<file path="config.mk">
export PLATFORM = sky130hd
export DESIGN_NAME = unicode_escape_to_utf8
export DESIGN_NICKNAME = d
export VERILOG_FILES = /design/src/hw/rtl/ue2u_pkg.sv /design/src/hw/rtl/ue2u_decode.sv /design/src/hw/rtl/ue2u_serializer.sv /design/src/hw/rtl/unicode_escape_to_utf8.sv
export SDC_FILE = /design/constraint.sdc
export NUM_CORES = 1
export LEC_CHECK = 0
export BUFFER_PORTS_ARGS = -buffer_cell sky130_fd_sc_hd__clkbuf_2
export CELL_PAD_IN_SITES_DETAIL_PLACEMENT = 0
export CELL_PAD_IN_SITES_GLOBAL_PLACEMENT = 1
export CORE_MARGIN = 3
export CORE_UTILIZATION = 44
export CTS_CLUSTER_SIZE = 20
export DETAILED_ROUTE_END_ITERATION = 8
export HOLD_SLACK_MARGIN = 0.12
export PLACE_DENSITY_LB_ADDON = 0.1
export RECOVER_POWER = 50
export SYNTH_ARGS = -nofsm -noshare
export SYNTH_HDL_FRONTEND = slang
export SYNTH_SLANG_ARGS = --single-unit
</file>
<file path="constraint.sdc">
create_clock -name clk -period 2.51 [get_ports clk]
set_input_delay 0.502 -clock clk [delete_from_list [all_inputs] [get_ports clk]]
set_output_delay 0.502 -clock clk [all_outputs]
set_load 0.01 [all_outputs]
</file>
<file path="src/hw/rtl/ue2u_pkg.sv">
// Shared types and constants for the backslash-u escape to UTF-8 converter.
// No dependencies.
package ue2u_pkg;

  localparam int MaxOut = 5;
  localparam int CntW   = 3;

  localparam logic [7:0] CharBslash = 8'h5C;
  localparam logic [7:0] CharU      = 8'h75;

  typedef enum logic [2:0] {
    PH_PLAIN   = 3'b001,
    PH_SLASH   = 3'b010,
    PH_COLLECT = 3'b100
  } phase_t;

  // Result bytes of one input item, emitted in order from entry 0.
  typedef struct packed {
    logic [MaxOut-1:0][7:0] bytes;
    logic [CntW-1:0]        cnt;
    logic                   last;
  } bundle_t;

endpackage

</file>
<file path="src/hw/rtl/ue2u_decode.sv">
// Escape tracker: holds the escape state and turns one input byte into a result bundle.
// Depends on ue2u_pkg.
module ue2u_decode (
  input  logic              clk,
  input  logic              rst_n,
  input  logic              step,
  input  logic [7:0]        byte_i,
  input  logic              last_i,
  output ue2u_pkg::bundle_t bundle
);

  ue2u_pkg::phase_t phase_r, phase_nxt;
  logic [1:0]  cnt_r, cnt_nxt;
  logic [15:0] cp_r, cp_nxt;
  logic        hex_r, hex_nxt;
  logic [7:0]  held_r [4];

  function automatic logic [4:0] hex_value(input logic [7:0] c);
    logic [4:0] r;
    r = 5'd0;
    if (c >= 8'h30 && c <= 8'h39) r = {1'b1, 4'(c - 8'h30)};
    else if (c >= 8'h61 && c <= 8'h66) r = {1'b1, 4'(c - 8'h57)};
    else if (c >= 8'h41 && c <= 8'h46) r = {1'b1, 4'(c - 8'h37)};
    return r;
  endfunction

  logic [4:0]  hv;
  logic [15:0] cp_acc;
  logic        hex_acc;

  always_comb begin
    hv      = hex_value(byte_i);
    hex_acc = hex_r & hv[4];
    cp_acc  = hex_acc ? {cp_r[11:0], hv[3:0]} : cp_r;
  end

  always_comb begin
    phase_nxt    = phase_r;
    cnt_nxt      = cnt_r;
    cp_nxt       = cp_r;
    hex_nxt      = hex_r;
    bundle.bytes = '0;
    bundle.cnt   = '0;
    bundle.last  = last_i;
    unique case (phase_r)
      ue2u_pkg::PH_SLASH: begin
        if (byte_i == ue2u_pkg::CharU) begin
          phase_nxt = ue2u_pkg::PH_COLLECT;
          cnt_nxt   = 2'd0;
          cp_nxt    = 16'd0;
          hex_nxt   = 1'b1;
          if (last_i) begin
            bundle.bytes[0] = ue2u_pkg::CharBslash;
            bundle.bytes[1] = ue2u_pkg::CharU;
            bundle.cnt      = 3'd2;
          end
        end else begin
          bundle.bytes[0] = ue2u_pkg::CharBslash;
          if (byte_i == ue2u_pkg::CharBslash && !last_i) begin
            bundle.cnt = 3'd1;
          end else begin
            bundle.bytes[1] = byte_i;
            bundle.cnt      = 3'd2;
            phase_nxt       = ue2u_pkg::PH_PLAIN;
          end
        end
      end
      ue2u_pkg::PH_COLLECT: begin
        cp_nxt  = cp_acc;
        hex_nxt = hex_acc;
        cnt_nxt = cnt_r + 2'd1;
        if (cnt_r == 2'd3) begin
          if (cp_acc[15:11] != 5'd0) begin
            bundle.bytes[0] = {4'hE, cp_acc[15:12]};
            bundle.bytes[1] = {2'b10, cp_acc[11:6]};
            bundle.bytes[2] = {2'b10, cp_acc[5:0]};
            bundle.cnt      = 3'd3;
          end else if (cp_acc[15:7] != 9'd0) begin
            bundle.bytes[0] = {3'b110, cp_acc[10:6]};
            bundle.bytes[1] = {2'b10, cp_acc[5:0]};
            bundle.cnt      = 3'd2;
          end else begin
            bundle.bytes[0] = cp_acc[7:0];
            bundle.cnt      = 3'd1;
          end
          phase_nxt = ue2u_pkg::PH_PLAIN;
          cnt_nxt   = 2'd0;
          cp_nxt    = 16'd0;
          hex_nxt   = 1'b1;
        end else if (last_i) begin
          // escape cut short: flush it unchanged
          bundle.bytes[0] = ue2u_pkg::CharBslash;
          bundle.bytes[1] = ue2u_pkg::CharU;
          for (int i = 0; i < 3; i++) begin
            if (2'(i) < cnt_r) bundle.bytes[2+i] = held_r[i];
            else if (2'(i) == cnt_r) bundle.bytes[2+i] = byte_i;
          end
          bundle.cnt = 3'd3 + {1'b0, cnt_r};
        end
      end
      default: begin
        if (byte_i == ue2u_pkg::CharBslash && !last_i) begin
          phase_nxt = ue2u_pkg::PH_SLASH;
        end else begin
          bundle.bytes[0] = byte_i;
          bundle.cnt      = 3'd1;
          phase_nxt       = ue2u_pkg::PH_PLAIN;
        end
      end
    endcase
    if (last_i) begin
      phase_nxt = ue2u_pkg::PH_PLAIN;
      cnt_nxt   = 2'd0;
      cp_nxt    = 16'd0;
      hex_nxt   = 1'b1;
    end
  end

  always_ff @(posedge clk) begin
    if (!rst_n) begin
      phase_r <= ue2u_pkg::PH_PLAIN;
      cnt_r   <= 2'd0;
      cp_r    <= 16'd0;
      hex_r   <= 1'b1;
    end else if (step) begin
      phase_r <= phase_nxt;
      cnt_r   <= cnt_nxt;
      cp_r    <= cp_nxt;
      hex_r   <= hex_nxt;
    end
  end

  always_ff @(posedge clk) begin
    if (step && phase_r == ue2u_pkg::PH_COLLECT) begin
      held_r[cnt_r] <= byte_i;
    end
  end

  a_count_idle: assert property (@(posedge clk) disable iff (!rst_n)
    phase_r != ue2u_pkg::PH_COLLECT |-> cnt_r == 2'd0 && cp_r == 16'd0)
    else $error("digit count or code point nonzero outside an escape");
  a_hex_clear: assert property (@(posedge clk) disable iff (!rst_n)
    !hex_r |-> phase_r == ue2u_pkg::PH_COLLECT && cnt_r != 2'd0)
    else $error("non-hex flag set outside a started escape");
  a_last_resets: assert property (@(posedge clk) disable iff (!rst_n)
    step && last_i |=> phase_r == ue2u_pkg::PH_PLAIN && cnt_r == 2'd0)
    else $error("state not cleared after end of text");

endmodule

</file>
<file path="src/hw/rtl/ue2u_serializer.sv">
// Output serializer: holds one result bundle and sends it one byte per transfer.
// Depends on ue2u_pkg.
module ue2u_serializer (
  input  logic              clk,
  input  logic              rst_n,
  input  logic              load,
  input  ue2u_pkg::bundle_t bundle,
  output logic              can_load,
  output logic              out_tvalid,
  input  logic              out_tready,
  output logic [7:0]        out_tdata,
  output logic              out_tlast
);

  logic [ue2u_pkg::MaxOut-1:0][7:0] buf_r, buf_nxt;
  logic [ue2u_pkg::CntW-1:0]        cnt_r, cnt_nxt;
  logic                             last_r, last_nxt;
  logic                             take;

  assign out_tvalid = cnt_r != '0;
  assign out_tdata  = buf_r[0];
  assign out_tlast  = last_r && cnt_r == ue2u_pkg::CntW'(1);
  assign take       = out_tvalid && out_tready;
  assign can_load   = cnt_r == '0 || (cnt_r == ue2u_pkg::CntW'(1) && out_tready);

  always_comb begin
    buf_nxt  = buf_r;
    cnt_nxt  = cnt_r;
    last_nxt = last_r;
    if (load) begin
      buf_nxt  = bundle.bytes;
      cnt_nxt  = bundle.cnt;
      last_nxt = bundle.last;
    end else if (take) begin
      buf_nxt = {8'h00, buf_r[ue2u_pkg::MaxOut-1:1]};
      cnt_nxt = cnt_r - ue2u_pkg::CntW'(1);
    end
  end

  always_ff @(posedge clk) begin
    if (!rst_n) begin
      cnt_r <= '0;
    end else begin
      cnt_r <= cnt_nxt;
    end
  end

  always_ff @(posedge clk) begin
    buf_r  <= buf_nxt;
    last_r <= last_nxt;
  end

  a_cnt_range: assert property (@(posedge clk) disable iff (!rst_n)
    cnt_r <= ue2u_pkg::CntW'(ue2u_pkg::MaxOut))
    else $error("serializer count out of range");
  a_load_safe: assert property (@(posedge clk) disable iff (!rst_n)
    load |-> can_load && bundle.cnt <= ue2u_pkg::CntW'(ue2u_pkg::MaxOut))
    else $error("bundle loaded over pending bytes");
  a_drain: assert property (@(posedge clk) disable iff (!rst_n)
    take && !load |=> cnt_r == $past(cnt_r) - ue2u_pkg::CntW'(1))
    else $error("serializer count did not step down on transfer");

endmodule

</file>
<file path="src/hw/rtl/unicode_escape_to_utf8.sv">
// Backslash-u escape to UTF-8 converter, top level.
// Byte stream in, byte stream out, one byte per transfer on each side.
// Input: in_tdata carries the text byte, in_tlast marks the final byte of the text.
// Output: out_tdata carries a converted byte, out_tlast marks the final output byte.
// Plain bytes are copied; a backslash, 'u' and four characters become 1 to 3
// UTF-8 bytes of the code point given by the leading hex digits. An escape cut
// short by in_tlast is flushed unchanged.
// Datapath: input register, decode logic, output serializer.
// A plain byte passes the input register and then the serializer buffer on
// its way from its input transfer to out_tdata.
// Throughput: one input byte per cycle while each byte gives at most one
// output byte and the receiver does not stall; an item with more output
// bytes holds the serializer until all are sent, which is the rate limit.
// The input register takes one more byte while the serializer waits on
// a stalled receiver. Reset clears all handshake and escape state; held
// escape characters are not reset. A stalled receiver holds
// out_tdata/out_tlast and fills the input register, after which in_tready drops.
module unicode_escape_to_utf8 (
  input  logic       clk,
  input  logic       rst_n,
  input  logic       in_tvalid,
  output logic       in_tready,
  input  logic [7:0] in_tdata,   // [7:0] in_byte
  input  logic       in_tlast,
  output logic       out_tvalid,
  input  logic       out_tready,
  output logic [7:0] out_tdata,  // [7:0] out_byte
  output logic       out_tlast
);

  logic       in_valid_r;
  logic [7:0] in_byte_r;
  logic       in_last_r;
  logic       can_load;
  logic       step;
  ue2u_pkg::bundle_t bundle;

  assign step      = in_valid_r && can_load;
  assign in_tready = !in_valid_r || step;

  always_ff @(posedge clk) begin
    if (!rst_n) begin
      in_valid_r <= 1'b0;
    end else if (in_tready) begin
      in_valid_r <= in_tvalid;
    end
  end

  always_ff @(posedge clk) begin
    if (in_tready && in_tvalid) begin
      in_byte_r <= in_tdata;
      in_last_r <= in_tlast;
    end
  end

  ue2u_decode u_decode (
    .clk    (clk),
    .rst_n  (rst_n),
    .step   (step),
    .byte_i (in_byte_r),
    .last_i (in_last_r),
    .bundle (bundle)
  );

  ue2u_serializer u_ser (
    .clk        (clk),
    .rst_n      (rst_n),
    .load       (step),
    .bundle     (bundle),
    .can_load   (can_load),
    .out_tvalid (out_tvalid),
    .out_tready (out_tready),
    .out_tdata  (out_tdata),
    .out_tlast  (out_tlast)
  );

endmodule

</file>
Yosys cells after proc, flatten, opt, wreduce, memory -nomap -nowiden
Memory sizes are Yosys's and may differ from the RTL's.
Cells that the tools add are included.
{"block": "totals", "in_bits": 13, "mem_bits_rw": 32, "reg_bits": 76, "mem_count": 1, "out_inout_bits": 11}
{"block": "classes", "n_addsub": 6, "eq_ne": 11, "magnitude_cmp": 9, "n_reduce_logical": 23, "muxes": 49, "bitwise_logic": 1}
{"name": "u_decode.held_r", "words": 4, "word_bits": 8, "read_ports": 3, "rd_clocked_by_memory_dff": 0, "write_ports": 1, "line_no": "ue2u_decode.sv:16", "source": "logic [7:0] held_r [4];"}
{"op": "2-to-1 mux 16 bit", "n": 5}
{"op": "2-to-1 mux 40 bit", "n": 2}
{"op": "2-to-1 mux 8 bit", "n": 9}
{"op": "2-to-1 mux 43 bit", "n": 1}
{"op": "2-to-1 mux 19 bit", "n": 2}
{"op": "one-hot mux 16 bit (2 select lines)", "n": 1}
{"op": "2-to-1 mux 27 bit", "n": 1}
{"op": "2-to-1 mux 24 bit", "n": 1}
{"op": "2-to-1 mux 11 bit", "n": 2}
{"op": "one-hot mux 11 bit (2 select lines)", "n": 1}
{"op": "2-to-1 mux 18 bit", "n": 1}
{"op": "2-to-1 mux 3 bit", "n": 6}
{"op": "equality test 8 x 7 -> 1 bit, second input constant", "n": 2}
{"op": "greater-or-equal comparator 8 x 7 -> 1 bit, second input constant", "n": 2}
{"op": "less-or-equal comparator 8 x 7 -> 1 bit, second input constant", "n": 2}
{"op": "one-hot mux 8 bit (2 select lines)", "n": 1}
{"op": "2-to-1 mux 5 bit", "n": 3}
{"op": "logical AND 1 bit", "n": 10}
{"op": "2-to-1 mux 2 bit", "n": 5}
{"op": "nonzero test 9 bit", "n": 1}
{"op": "greater-or-equal comparator 8 x 6 -> 1 bit, second input constant", "n": 1}
{"op": "less-or-equal comparator 8 x 6 -> 1 bit, second input constant", "n": 1}
{"op": "subtractor 4 x 3 -> 4 bit, second input constant", "n": 2}
{"op": "!= test 3 x 2 -> 1 bit, second input constant", "n": 2}
{"op": "26 further kinds", "n": 35}

Depth between registers and ports, before layout
Gate-level depths: netlist of run 1.
{"block": "depth", "ltp_word": 13, "depth_mapped": 10, "depth_no_buf": 9}

Hierarchy
Synthesis of run 1 repeated with hierarchy kept, for this count alone.
{"block": "unflattened", "hier_cells": 493, "hier_area_um2": 5291.3}
{"mod": "ue2u_decode", "area_each_um2": 2960.3, "cells_per_inst": 354, "n_inst": 1}
{"mod": "ue2u_serializer", "area_each_um2": 1995.7, "cells_per_inst": 124, "n_inst": 1}
{"mod": "unicode_escape_to_utf8", "area_each_um2": 335.3, "cells_per_inst": 15, "n_inst": 1}

Worst setup path before layout of run 1
Ideal clock, no wire load.
{"block": "synth_path", "kind": "register -> register", "startpoint": "reg in_byte_r[0]", "endpoint": "reg u_ser.buf_r, in the netlist u_ser.out_tdata[5] (data pin)", "stages_incl_launch_ff": 11, "slack_ns": 0.019, "setup_time_ns": 0.261, "required_time_ns": 2.249, "arrival_ns": 2.231, "path_cell_list": "edfxtp_1 > clkbuf_1 > inv_1 > ha_1 > o21bai_1 > a21oi_4 > o21a_4 > buf_6 > a211oi_2 > a21oi_1 > a221o_1"}
{"element": "start: declaration", "line_no": "unicode_escape_to_utf8.sv:32", "source": "logic [7:0] in_byte_r;"}
{"element": "start signal: assignment", "line_no": "unicode_escape_to_utf8.sv:51", "source": "in_byte_r <= in_tdata;"}
{"element": "end signal: assignment", "line_no": "ue2u_serializer.sv:49", "source": "buf_r <= buf_nxt;"}
{"element": "end: declaration", "line_no": "ue2u_serializer.sv:15", "source": "logic [ue2u_pkg::MaxOut-1:0][7:0] buf_r, buf_nxt;"}

==> flow_metrics.py, run 1 <==
metrics = {
    "synthesis": {
        "yosysTopAreaCellShare": 0.406,
        "ys_warn_count": 0,
        "synth_area_leader_cell": "edfxtp_1",
        "yosys.cell_types.count": 74,
        "netlist_instances": 534,
        "synth_nets": 558,
        "async_flop_share": 0,
        "ys_seq_area_frac": 0.501,
        "synth_edf_count": 74,
        "ys.flop_type": "edfxtp_1",
        "syn_area_um2": 5470,
        "ys_seq_elements": 100,
        "avgSynthCellArea_um2": 10.2,
        "synth_area_leaders": "edfxtp_1 41%, dfxtp_1 9.5%, a21oi_1 4.3%",
    },
    "min_path": {
        "hold_path_depth": 1,
        "hp-class": "in -> reg",
    },
    "cells_and_area": {
        "nets": 600,
        "antennaDiodeCount": 0,
        "fill_cells": 1094,
        "drive_above_1_share": 0.178,
        "final_cells": 748,
        "final_util": 0.516,
        "area_delta_synth_final_pct": 13.8,
    },
    "die": {
        "floorplan.die_area_um2": 13800,
        "chipHeight_um": 118,
        "ios": 24,
        "coreArea_um2": 12100,
        "row_count": 40,
        "chipWidth_um": 118,
        "initial_core_util": 0.454,
    },
    "global_route": {
        "track_usage": 0.235,
        "overflow": 0,
        "grt_max_degree": 40,
        "grt_pass1_wl_um": 25200,
        "antenna_found_initial": 0,
        "grt_pass1_vias": 4306,
    },
    "sta": {
        "period_share": 0.965,
        "period_minus_slack_ns": 2.42,
        "skew_ns": 0.0125,
        "fmax_mhz": 413,
        "fin_tns_setup_ns": 0,
        "slew_headroom": 0.414,
        "hold_viol_final": 0,
        "slew_violations": 0,
        "setup-violations-final": 0,
        "worstMarginPinSlew_ns": 0.873,
        "rsz0062_at_grt": "true",
        "fin_hold_ws_ns": 0.324,
    },
    "power": {
        "switching_share": 0.326,
        "power_density_nw_per_um2": 833,
        "p_leak_uw": 0.00232,
        "seqPwrFrac": 0.470,
        "ir_drop_mv": 0.464,
        "power_switching_uw": 1690,
        "pwr-share-comb": 0.271,
        "fin_total_pwr_uw": 5190,
        "clock_power_share": 0.260,
        "p_int_uw": 3500,
    },
    "detailed_routing": {
        "wl_per_cell_um": 21.3,
        "drt_first_pass_iters": 6,
        "drt-vias-per-instance": 6.00,
        "remaining_drc_errors": 0,
        "wirelength_um": 15900,
        "first_iter_violations": 544,
        "via_count": 4489,
        "ant_nets": 0,
    },
    "setup_path": {
        "crit_required_ns": 2.62,
        "critPathArrivalTime_ns": 2.54,
        "critPathMaxFanout": 17,
        "startpoint_type": "flop",
        "cp-end-kind": "flop",
        "crit_type": "reg -> reg",
        "reg2reg_depth": 8,
    },
    "cts": {
        "cts_made_buffers": 9,
        "clk_latency_ns": 0.36,
        "clkSlewWorstSetupHoldPaths_ns": 0.07,
        "cts_tree": "yes",
        "root_buffer": "clkbuf_16",
        "cts_setup_buffers": 0,
        "clock_path_buffers": 2,
        "cts.sinks": 100,
        "cts_max_level": 3,
    },
    "place": {
        "gp_congestion": 0.918,
        "dpl.cell_count": 733,
        "dp_hpwl_um": 11400,
        "port_buffers": 23,
    },
    "run": {
        "cap_violations": 0,
    },
    "status": {
        "outcome": "finished clean",
    },
}
cells in the mapped netlist, types with 3 or more instances:
cell,count
a31oi_1,8
o22ai_1,7
inv_1,15
o211a_1,6
o2bb2ai_1,3
o221ai_1,5
a211oi_1,4
o21bai_1,3
a221oi_1,3
a22o_1,6
nand2b_1,8
mux2_2,5
nand2_1,59
buf_6,3
o211ai_1,6
buf_4,13
nand3_1,16
buf_2,3
a21o_1,3
dfxtp_1,26
a32oi_1,3
and3_1,16
o21ai_0,16
mux2i_1,15
ha_1,11
edfxtp_1,74
o31ai_1,11
nor2_1,48
nor3_1,8
o21ai_1,3
clkbuf_1,23
a21oi_1,47
state kept, by name, summed over array words and instances (netlist names):
signal and flops:
u_ser.buf_r 32, u_decode.held_r 24, u_decode.cp_r 16, in_byte_r 8, u_ser.out_tdata 8, u_decode.phase_r 3
u_ser.cnt_r 3, u_decode.cnt_r 2, in_last_r 1, in_valid_r 1, u_decode.hex_r 1, u_ser.last_r 1
metal layers:
metal,vias up,GRT usage,part of all wire
met4,0,0.0791,0.019
met3,19,0.0452,0.071
met2,183,0.353,0.46
met5,-,0,0
li1,2096,-,-
met1,2191,0.343,0.45
cells by family (layout without fill, tap and decap cells):
family          after synthesis  count (layout)  share of synthesized area
fa+ha+maj                    11              11                     0.0251
flops                       100             100                      0.501
buf+inv                      57             103                     0.0528
mux                          20              20                     0.0377
compound gates              161             161                      0.208
simple gates                185             185                      0.175
power by group through the flow:
stage,registers [uW],clock network [uW],logic [uW]
after floorplan,2430,0,994
after global placement,2470,0,1390
after detailed placement,2470,0,1420
after CTS,2440,1380,1420
after global routing,2460,1450,1550
final,2440,1350,1400
cells in the final DEF, fill, tap and decap left out, types with 16 or more instances in the layout:
master	n
edfxtp_1	74
dfxtp_1	26
nand3_1	16
nor2_1	48
o21ai_0	16
buf_4	44
nand2_1	59
and3_1	16
a21oi_1	47
final timing paths:
check / endpoint / slack (ns) / start
worst max-delay path: u_ser.buf_r[17] / 0.09 / in_byte_r[0]
worst min-delay path: in_byte_r[4] / 0.32 / in_tdata[4]
worst max register to register: u_ser.buf_r[17] / 0.09 / in_byte_r[0]
worst min register to register: u_decode.cp_r[12] / 0.50 / u_decode.cp_r[12]
area by class of cell:
type | instances | area (um^2) | share of cell area
clock buffer | 9 | 225 | 0.0362
clock inverter | 6 | 56.3 | 0.00904
inverter | 15 | 56.3 | 0.00904
multi-input combinational | 377 | 2460 | 0.395
sequential | 100 | 2740 | 0.441
tap | 168 | 210 | 0.0338
timing repair buffer | 73 | 474 | 0.0762
worst max-delay path: stages (launching register included):
cell and delay [ns]:
edfxtp_1 0.43, inv_1 0.10, ha_1 0.19, inv_1 0.05
o311a_2 0.43, o21a_4 0.30, o211ai_2 0.35, o221ai_1 0.18
o211a_1 0.15
timing repair:
item,CTS,global route
endpoints found under the hold margin,0,0
setup endpoints to repair,0,5
gates resized for setup,0,5
hold buffers,0,0
metrics by stage:
step                      instance area (um^2)  setup slack (ns)
after floorplan                           5470            0.0185
after global placement                    5950            0.0623
after detailed placement                  5950            0.0731
after CTS                                 6230            0.0539
after global routing                      6230           -0.0111
final                                     6230            0.0875
Power figures use the tool's default switching activity.
==> run 2, diff against run 1 <==
Settings changed: ABC_AREA set to 1, CORE_UTILIZATION 44 to 42.
==> run 2 against run 1 <==
  * The run now ends with setup timing left
  * Sequential share of layout area is 3.4 points lower
  * Via count increased by 3.8%
  * Routed wire length is 0.30% lower
  * Hold slack lost 0.016 ns
  * Synthesized area down 2.2%
  * Utilization increased by 3.6 points
  * Register-to-register slack worse by 0.12 ns
  * First-iteration DRC count down 39%
  * Critical endpoint is now u_ser.buf_r[8]
==> flow_metrics.py, run 2 <==
metrics = {
    "place": {
        "dp_slack_ns": -0.198,
        "gp_congestion": 0.920,
        "port_buffers": 23,
        "dp_hpwl_um": 11300,
        "dpl.cell_count": 864,
    },
    "min_path": {
        "hold_path_depth": 1,
        "hp-class": "in -> reg",
    },
    "synthesis": {
        "netlist_instances": 637,
        "yosys.cell_types.count": 40,
        "synth_edf_count": 74,
        "synth_area_leaders": "edfxtp_1 42%, nand2_1 12%, dfxtp_1 9.7%",
        "syn_area_um2": 5350,
        "ys_seq_elements": 100,
        "ys_seq_area_frac": 0.512,
        "ys_warn_count": 0,
        "avgSynthCellArea_um2": 8.40,
        "synth_area_leader_cell": "edfxtp_1",
        "yosysTopAreaCellShare": 0.415,
        "netlist_top_cells_count": "171 x nand2_1, 74 x edfxtp_1, 67 x o21ai_0",
        "synth_nets": 661,
        "ys.flop_type": "edfxtp_1",
        "synth_most_common_cell": "nand2_1",
        "async_flop_share": 0,
    },
    "setup_path": {
        "worst_path_most_repeated_cell": "nand2_1",
        "cp_cell_sequence": "clkbuf_1, o21ai_4, nand2_4, buf_6, nand2_2, nand2_2, nand2_2, inv_2, nand2_4, buf_6, nand3_2, nand3_1, nand2_1, nand2_1, nand2_1, nand2_1",
        "slowest_delay_ns": 0.45,
        "regToRegSetupSlack_ns": -0.03,
        "critPathSlowestCell": "edfxtp_1",
        "crit_required_ns": 2.63,
        "startpoint_type": "flop",
        "worst-path-buf-inv": 4,
        "cp.depth": 16,
        "crit_end": "u_ser.buf_r[8]",
        "critPathMaxFanout": 7,
        "critPathTopFamily": "simple AND/OR/NAND/NOR gates",
        "reg2reg_from": "in_byte_r[6]",
        "r2r-end": "u_ser.buf_r[8]",
        "startpoint": "in_byte_r[6]",
        "reg2reg_depth": 16,
        "cp-end-kind": "flop",
        "critPathArrivalTime_ns": 2.66,
        "crit_type": "reg -> reg",
    },
    "status": {
        "outcome": "finished with violations",
        "failed_checks": "setup timing",
    },
    "sta": {
        "period_minus_slack_ns": 2.54,
        "fmax_mhz": 393,
        "hold_viol_final": 0,
        "fin_ws_ns": -0.0315,
        "slew_violations": 0,
        "worstMarginPinSlew_ns": 0.800,
        "fin_tns_setup_ns": -0.0998,
        "period_share": 1.01,
        "skew_ns": 0.0109,
        "rsz0062_at_grt": "true",
        "setup-violations-final": 6,
        "slew_headroom": 0.466,
    },
    "run": {
        "cap_violations": 0,
    },
    "detailed_routing": {
        "wl_per_cell_um": 17.6,
        "drt-vias-per-instance": 5.17,
        "remaining_drc_errors": 0,
        "first_iter_violations": 332,
        "via_count": 4660,
        "drt_first_pass_iters": 5,
        "wirelength_um": 15900,
        "ant_nets": 0,
    },
    "cells_and_area": {
        "final_cells": 901,
        "fill_cells": 1217,
        "regMostFlops": "u_ser.buf_r",
        "drive_above_1_share": 0.288,
        "layout_common_cells": "145 x nand2_1, 74 x edfxtp_1, 63 x buf_4, 61 x o21ai_0, 55 x inv_1",
        "area_delta_synth_final_pct": 26.0,
        "top_regs": "u_ser.buf_r x32, u_decode.held_r x24, u_decode.cp_r x16",
        "final_common_cell": "nand2_1",
        "nets": 752,
        "antennaDiodeCount": 0,
        "largest_register_ffs": 32,
    },
    "die": {
        "floorplan.die_area_um2": 14100,
        "chipHeight_um": 119,
        "ios": 24,
        "initial_core_util": 0.438,
        "chipWidth_um": 119,
        "row_count": 40,
        "coreArea_um2": 12200,
    },
    "global_route": {
        "antenna_found_initial": 0,
        "grt_pass1_vias": 4475,
        "grt_pass1_wl_um": 24400,
        "grt_max_degree": 26,
        "overflow": 0,
        "track_usage": 0.225,
    },
    "cts": {
        "hold_buffers": 0,
        "cts_max_level": 3,
        "cts.sinks": 100,
        "clkSlewWorstSetupHoldPaths_ns": 0.07,
        "root_buffer": "clkbuf_16",
        "clock_path_buffers": 2,
        "cts_made_buffers": 9,
        "cts_tree": "yes",
        "clk_latency_ns": 0.36,
    },
    "power": {
        "p_leak_uw": 0.00265,
        "ir_drop_mv": 0.515,
        "power_density_nw_per_um2": 887,
    },
}
## run 2: cell count changes after synthesis, moves of 15 or more
| cell | change |
|---|---|
| nand2_1 | +112 |
| o21ai_0 | +51 |
| inv_1 | +46 |
| nand3_1 | +17 |
| and3_1 | -15 |
| mux2i_1 | -15 |
## run 2: area by class of cell
| cell class | count | area (um^2) | share of cell area |
|---|---|---|---|
| Inverter | 68 | 255 | 0.0378 |
| Clock buffer | 9 | 225 | 0.0334 |
| Tap cell | 168 | 210 | 0.0312 |
| Multi-Input combinational cell | 443 | 2460 | 0.364 |
| Timing Repair Buffer | 106 | 790 | 0.117 |
| Clock inverter | 7 | 65.1 | 0.00965 |
| Sequential cell | 100 | 2740 | 0.407 |
## run 2: worst reg2reg max path, delay by kind of cell, from the launching register on
kind            cells  cell delay, ns
simple gates       11            0.91
buf+inv             4            0.78
flops               1            0.45
compound gates      1            0.18
## run 2: cells by family after synthesis
| group | after synthesis | share of synthesized area |
|---|---|---|
| compound gates | 139 | 0.142 |
| flops | 100 | 0.512 |
| fa+ha+maj | 11 | 0.0257 |
| xor+xnor | 2 | 0.00327 |
| simple gates | 288 | 0.233 |
| buf+inv | 97 | 0.0832 |
## run 2: per-stage QoR
stage	instance area (um^2)	total power [uW]	hold WS (ns)	util
2_1_floorplan	5360	3730	0.445	-
6_report	6740	5980	0.307	0.552
3_5_place_dp	6010	4350	0.459	0.492
3_3_place_gp	6010	4320	0.454	0.492
4_1_cts	6420	5810	0.295	0.526
5_1_grt	6740	6330	0.297	0.552
## run 2: what timing repair did
action / CTS / global route
resized for setup: 16 / 75
setup buffers: 7 / 11
cloned: 2 / 1
setup endpoints to repair: 20 / 35
pin swaps: 5 / 35
## run 2: worst min-delay path by stage
stage | to | slack [ns] | startpoint
3_3_place_gp | u_decode.cp_r[14] | 0.45 | u_decode.cp_r[14]
2_1_floorplan | u_decode.cp_r[10] | 0.45 | u_decode.cp_r[10]
4_1_cts | in_byte_r[6] | 0.30 | in_tdata[6]
3_5_place_dp | u_decode.cp_r[14] | 0.46 | u_decode.cp_r[14]
6_report | in_byte_r[6] | 0.31 | in_tdata[6]
5_1_grt | in_byte_r[7] | 0.30 | in_tdata[7]
## run 2: power breakdown
group / total [uW] / internal (uW) / switching, uW
logic: 2080 / 761 / 1320
registers: 2520 / 2390 / 138
clock network: 1380 / 697 / 679
total: 5980 / 3840 / 2140
## run 2: routing by layer
metal	global-route usage	routed length [um]	share of wire
met5	0	0	0
met3	0.0461	642	0.040
met2	0.346	7250	0.46
met1	0.322	7690	0.48
met4	0.0659	280	0.018
